**src/sv/bdps_pkg.sv**
```systemverilog
// Package: geometry, command codes and sequencer positions for the page stream unit.
package bdps_pkg;

  localparam int ROW_BYTES = 16;
  localparam int PAGES     = 8;

  localparam int GRP_W     = (ROW_BYTES > 1) ? $clog2(ROW_BYTES) : 1;
  localparam int LANES     = 7;
  localparam int RAM_W     = LANES * 8;

  localparam logic [7:0] CMD_SET_PAGE = 8'hB0;
  localparam logic [7:0] CMD_COL_LO   = 8'h00 & 8'h0F;
  localparam logic [7:0] CMD_COL_HI   = 8'h10;

  localparam logic [3:0] POS_SET_PAGE   = 4'd0;
  localparam logic [3:0] POS_COL_LO     = 4'd1;
  localparam logic [3:0] POS_COL_HI     = 4'd2;
  localparam logic [3:0] POS_FIRST_DATA = 4'd3;
  localparam logic [3:0] POS_LAST       = 4'd10;

  localparam int TUSER_CMD   = 0;
  localparam int TUSER_START = 1;

endpackage

```
**src/sv/bitmap_to_display_page_stream_unit.sv**
```systemverilog
// Top level: buffers seven rows of a band and streams page-format bytes.
//
// channel | dir | tdata                 | tuser                          | tlast
// in_     | in  | [7:0] pixel_byte      | -                              | -
// out_    | out | [7:0] out_byte        | [0] is_command [1] write_start | last
//
// Rows 0..6 of a band: one beat per cycle, written into a 16 x 56-bit band RAM lane.
// Eighth-row beat: RAM read, then sequencer load, then 8 beats out, 11 with
// the page commands; the first out beat passes the RAM read and load registers.
// The sequencer emits one beat per cycle unless stalled and paces eighth-row beats.
// Any in beat is held off while an eighth-row beat waits for the sequencer.
// Synchronous active-low reset clears counters and sequencer; RAM needs no clearing.
module bitmap_to_display_page_stream_unit
  import bdps_pkg::*;
(
  input  logic       clk,
  input  logic       rst_n,
  input  logic       in_tvalid,
  output logic       in_tready,
  input  logic [7:0] in_tdata,   // [7:0] pixel_byte
  output logic       out_tvalid,
  input  logic       out_tready,
  output logic [7:0] out_tdata,  // [7:0] out_byte
  output logic [1:0] out_tuser,  // [0] is_command, [1] write_start
  output logic       out_tlast
);

  localparam logic [GRP_W-1:0] GRP_LAST = GRP_W'(ROW_BYTES - 1);
  localparam logic [5:0]       ROW_LAST = 6'(PAGES * 8 - 1);

  logic [RAM_W-1:0] mem [ROW_BYTES];
  logic [RAM_W-1:0] rd_data_r;

  logic [GRP_W-1:0] grp_r, grp_nxt;
  logic [5:0]       row_r, row_nxt;
  logic             pend_r, pend_nxt;
  logic [7:0]       px_r;
  logic             grp0_r;
  logic [2:0]       band_r;
  logic [2:0]       seq_band_r;
  logic             busy_r, busy_nxt;
  logic [3:0]       pos_r, pos_nxt;
  logic [7:0]       data_r [8];
  logic [7:0]       trans [8];
  logic [7:0]       rows [8];
  logic [2:0]       data_idx;

  logic in_acc, eighth, wr_en, rd_en, seq_free, load, at_last;

  assign in_acc   = in_tvalid && in_tready;
  assign eighth   = (row_r[2:0] == 3'd7);
  assign wr_en    = in_acc && !eighth;
  assign rd_en    = in_acc && eighth;
  assign at_last  = (pos_r == POS_LAST);
  assign seq_free = !busy_r || (out_tready && at_last);
  assign load     = pend_r && seq_free;
  assign in_tready = !pend_r || seq_free;

  always_ff @(posedge clk) begin
    for (int l = 0; l < LANES; l++) begin
      if (wr_en && (row_r[2:0] == 3'(l))) begin
        mem[grp_r][l*8 +: 8] <= in_tdata;
      end
    end
    if (rd_en) begin
      rd_data_r <= mem[grp_r];
      px_r      <= in_tdata;
      grp0_r    <= (grp_r == '0);
      band_r    <= row_r[5:3];
    end
  end

  always_comb begin
    grp_nxt = grp_r;
    row_nxt = row_r;
    if (in_acc) begin
      if (grp_r >= GRP_LAST) begin
        grp_nxt = '0;
        row_nxt = (row_r >= ROW_LAST) ? 6'd0 : row_r + 6'd1;
      end else begin
        grp_nxt = grp_r + 1'b1;
      end
    end
  end

  always_comb begin
    for (int b = 0; b < LANES; b++) begin
      rows[b] = rd_data_r[b*8 +: 8];
    end
    rows[7] = px_r;
    for (int k = 0; k < 8; k++) begin
      for (int b = 0; b < 8; b++) begin
        trans[k][b] = rows[b][k];
      end
    end
  end

  always_comb begin
    pend_nxt = pend_r;
    if (rd_en) begin
      pend_nxt = 1'b1;
    end else if (load) begin
      pend_nxt = 1'b0;
    end
    busy_nxt = busy_r;
    pos_nxt  = pos_r;
    if (load) begin
      busy_nxt = 1'b1;
      pos_nxt  = grp0_r ? POS_SET_PAGE : POS_FIRST_DATA;
    end else if (busy_r && out_tready) begin
      if (at_last) begin
        busy_nxt = 1'b0;
      end else begin
        pos_nxt = pos_r + 4'd1;
      end
    end
  end

  always_ff @(posedge clk) begin
    if (!rst_n) begin
      grp_r  <= '0;
      row_r  <= '0;
      pend_r <= 1'b0;
      busy_r <= 1'b0;
      pos_r  <= POS_SET_PAGE;
    end else begin
      grp_r  <= grp_nxt;
      row_r  <= row_nxt;
      pend_r <= pend_nxt;
      busy_r <= busy_nxt;
      pos_r  <= pos_nxt;
    end
  end

  always_ff @(posedge clk) begin
    if (load) begin
      seq_band_r <= band_r;
      for (int k = 0; k < 8; k++) begin
        data_r[k] <= trans[k];
      end
    end
  end

  assign data_idx = 3'(pos_r - POS_FIRST_DATA);

  always_comb begin
    out_tdata = data_r[data_idx];
    out_tuser = '0;
    unique case (pos_r)
      POS_SET_PAGE: begin
        out_tdata = CMD_SET_PAGE | {5'd0, seq_band_r};
        out_tuser[TUSER_CMD]   = 1'b1;
        out_tuser[TUSER_START] = 1'b1;
      end
      POS_COL_LO: begin
        out_tdata = CMD_COL_LO;
        out_tuser[TUSER_CMD] = 1'b1;
      end
      POS_COL_HI: begin
        out_tdata = CMD_COL_HI;
        out_tuser[TUSER_CMD] = 1'b1;
      end
      default: begin
        out_tuser[TUSER_START] = (pos_r == POS_FIRST_DATA);
      end
    endcase
  end

  assign out_tvalid = busy_r;
  assign out_tlast  = at_last;

endmodule

```
**config.mk**
```make
export PLATFORM = sky130hd
export DESIGN_NAME = bitmap_to_display_page_stream_unit
export DESIGN_NICKNAME = d
export VERILOG_FILES = /design/src/sv/bdps_pkg.sv /design/src/sv/bitmap_to_display_page_stream_unit.sv
export SDC_FILE = /design/constraint.sdc
export NUM_CORES = 1
export LEC_CHECK = 0
export CAP_MARGIN = 25
export CORE_UTILIZATION = 30
export CTS_CLUSTER_SIZE = 28
export DETAILED_ROUTE_END_ITERATION = 6
export DONT_BUFFER_PORTS = 1
export GPL_TIMING_DRIVEN = 0
export PLACE_DENSITY_LB_ADDON = 0.2
export SYNTH_ARGS = -nofsm -noshare
export SYNTH_HDL_FRONTEND = slang
export SYNTH_SLANG_ARGS = --single-unit
```
**constraint.sdc**
```tcl
create_clock -name clk -period 7.8 [get_ports clk]
set_input_delay 0.78 -clock clk [delete_from_list [all_inputs] [get_ports clk]]
set_output_delay 0.78 -clock clk [all_outputs]
set_load 0.03 [all_outputs]
```
==> results.toml <==
[run_status]
status = "finished clean"

[finish]
syn2layout_area_growth_pct = 15.1
n_fill_cell = 12200
post-route-util_pct = 34.8
multi_input_area_um2 = 7880
sequential_cell_area_um2 = 31300
finalInstanceArea_um2 = 45600
drive_above_1_share_pct = 22.8
final_nets = 1973

[global_routing]
busiest_layer = "met2"
antenna_found_initial = 1
gr-usage-met1_pct = 21.0
use_met3_pct = 3.33
grt_max_degree = 114
gr-usage-met2_pct = 25.3
grt_pass1_wl_um = 146000
grt_pass1_vias = 19600
gr-total-overflow = 0
grtUsageTotal_pct = 15.5

[critical_path]
path_buf_inv = 3
worst_setup_path_start_kind = "flop"
worstSetupEndpointType = "output port"
crit_family = "compound AO/OA/AOI/OAI gates"
critPathMaxStageDelay_ns = 0.67
r2r_slack_ns = 3.54
required_ns = 7.02
path_class = "flop to output port"
critPathSlowestCell = "o31ai_1"
cp_max_fo = 10
path_common_cell = "inv_1"
worstPathArrival_ns = 4.65
path_cells = "buf_2 > inv_1 > ha_1 > o31ai_1 > inv_1 > nor2_1 > a221o_1"

[power_and_ir_drop]
p_sw_share_pct = 20.4
p_seq_share_pct = 51.9
internal_power_mw = 9.49
p_switching_mw = 2.44
p_comb_share_pct = 4.2
leakage_nw = 13.8
p_per_area_nw_per_um2 = 261
ir_worst_vdd_v = 0.000217
clkPwrFrac_pct = 43.9

[timing]
skew_ns = 0.0220
fin_crit_sh_pct = 69.6
maxSlewViolCount = 0
tns_ns = 0
hold_viol_final = 0
rsz0062_at_grt = "no"
tightest_slew_ns = 1.10
finalSetupViolCount = 0
period_needed_ns = 5.43
slew_headroom_pct = 26.2
max_freq_mhz = 184

[floorplan]
rows = 133
dieArea_um2 = 134000
die_x_um = 366
io_pins = 25
initial_core_util_pct = 30.2
die_y_um = 366
coreArea_um2 = 131000

[route]
vias = 18600
ant_nets = 0
wl_um = 103000
viasPerCell = 4.90
wire_per_inst_um = 27.1
drtIter0Drc = 1497
drc = 0
drtPass1Iterations = 5

[clock_tree]
clkSinkCount = 1047
numCtsBuffers = 111
cts_setup_buffers = 0
tritoncts = "done"
clockBufferDepth = 3
cts-root-buf = "clkbuf_16"
ctsHoldBuffers = 0
clk-insertion-delay-late_ns = 0.68
cts_resized = 0
htree_levels = 3
path_clk_slew_ns = 0.06

[synth]
syn_nets = 1849
synth_edf_count = 1031
synthDistinctLibCells = 46
syn_area_um2 = 39700
ys_warn_count = 0
synth_commonest_cells = "edfxtp_1 (1031), mux4_2 (240), nor2_1 (125)"
synth_cells = 1823
netlist.area_leader.share_pct = 78.1
synthArstFlopShare_pct = 0
synth_largest_area_cell = "edfxtp_1"
yosysMostFrequentCell = "edfxtp_1"
yosys_register_bits = 1047
syn_avg_cell_area_um2 = 21.8
synth_area_leaders = "edfxtp_1 (78%), mux4_2 (14%), a22oi_1 (2.1%)"
synth_top_flop_cell = "edfxtp_1"
synth_seq_area_share_pct = 78.9

[place]
dp_hpwl_um = 61900
gp_congestion = 0.760
port_buffers = 0
placed_cell_area_um2 = 42000

[worst_hold_path]
hold_class = "input pin to flop"

[run]
maxCapViolations = 0
-- state kept, by name (all words and copies together), names as in the netlist --
register	cells
mem	896
data_r	64
rd_data_r	56
px_r	8
row_r	6
grp_r	4
pos_r	4
band_r	3
seq_band_r	3
grp0_r	1
out_tvalid	1
pend_r	1
-- through the flow --
stage / total power [mW] / std cells / worst slack, ns / hold slack [ns]
3_5_place_dp: 6.82 / 3587 / 3.06 / 0.405
2_1_floorplan: 6.65 / 1823 / 2.84 / 0.400
4_1_cts: 12.1 / 3794 / 2.30 / 0.175
5_1_grt: 12.3 / 3796 / 2.07 / 0.174
3_3_place_gp: 6.81 / 3578 / 0.655 / 0.402
6_report: 11.9 / 3797 / 2.37 / 0.217
-- power groups by stage --
| stage | clock network, mW | registers (mW) | logic, mW |
|---|---|---|---|
| after floorplan | 0 | 6.31 | 0.344 |
| after global placement | 0 | 6.30 | 0.510 |
| after detailed placement | 0 | 6.30 | 0.515 |
| after CTS | 5.36 | 6.19 | 0.516 |
| after global routing | 5.56 | 6.18 | 0.535 |
| final | 5.24 | 6.19 | 0.501 |
-- cells by family (layout without fill, tap and decap cells) --
| group | after synthesis | count (layout) | synth area share, % |
|---|---|---|---|
| other | 0 | 1 | 0 |
| and+or+nand+nor | 255 | 255 | 2.71 |
| adders and majority gates | 14 | 14 | 0.442 |
| buffers and inverters | 107 | 325 | 1.31 |
| xor gates and xnor gates | 3 | 3 | 0.0663 |
| DFF | 1047 | 1047 | 78.9 |
| AOI/OAI and AO/OA | 155 | 155 | 2.93 |
| muxes | 242 | 242 | 13.7 |
-- worst paths after layout --
kind / start / to / cells past startpoint
setup / recovery: pos_r[0] / out_tdata[0] / 7
hold / removal: in_tdata[0] / mem[5][40] / 0
setup reg to reg: grp_r[2] / mem[4][52] / 6
hold reg to reg: rd_data_r[36] / data_r[4][4] / 0
-- metal layers --
metal  part of all wire [%]  up-vias
met4                    2.1        0
met2                     48      520
met1                     44    10100
met5                      0        -
li1                       -     7866
met3                    5.8      132
-- final cells by class --
cell class,instances,area share [%]
Tap cell,1755,4.81
Timing Repair Buffer,11,0.351
Clock buffer,138,6.52
Sequential cell,1047,68.5
Multi-Input combinational cell,669,17.3
Antenna cell,1,0.00548
Clock inverter,69,1.40
Buffer,95,1.04
Inverter,12,0.0987
-- cells in the final DEF, fill, tap and decap left out, types with 4 or more instances in the layout --
| cell | n |
|---|---|
| a21boi_0 | 6 |
| a21oi_1 | 8 |
| a221o_1 | 4 |
| a22oi_1 | 112 |
| and2_1 | 4 |
| and3_1 | 4 |
| buf_1 | 6 |
| buf_2 | 27 |
| buf_4 | 14 |
| buf_6 | 6 |
| buf_8 | 4 |
| bufinv_16 | 12 |
| clkbuf_1 | 66 |
| clkbuf_16 | 115 |
| clkinv_1 | 25 |
| clkinv_2 | 24 |
| clkinvlp_4 | 5 |
| dfxtp_1 | 16 |
| edfxtp_1 | 1031 |
| ha_1 | 14 |
| inv_1 | 12 |
| mux4_2 | 240 |
| nand2_1 | 87 |
| nand2b_1 | 4 |
| nand3_1 | 11 |
| nand4_1 | 4 |
| nor2_1 | 125 |
| nor2b_1 | 6 |
| o21ai_0 | 6 |
No activity file was read; power rests on OpenSTA's default activity.
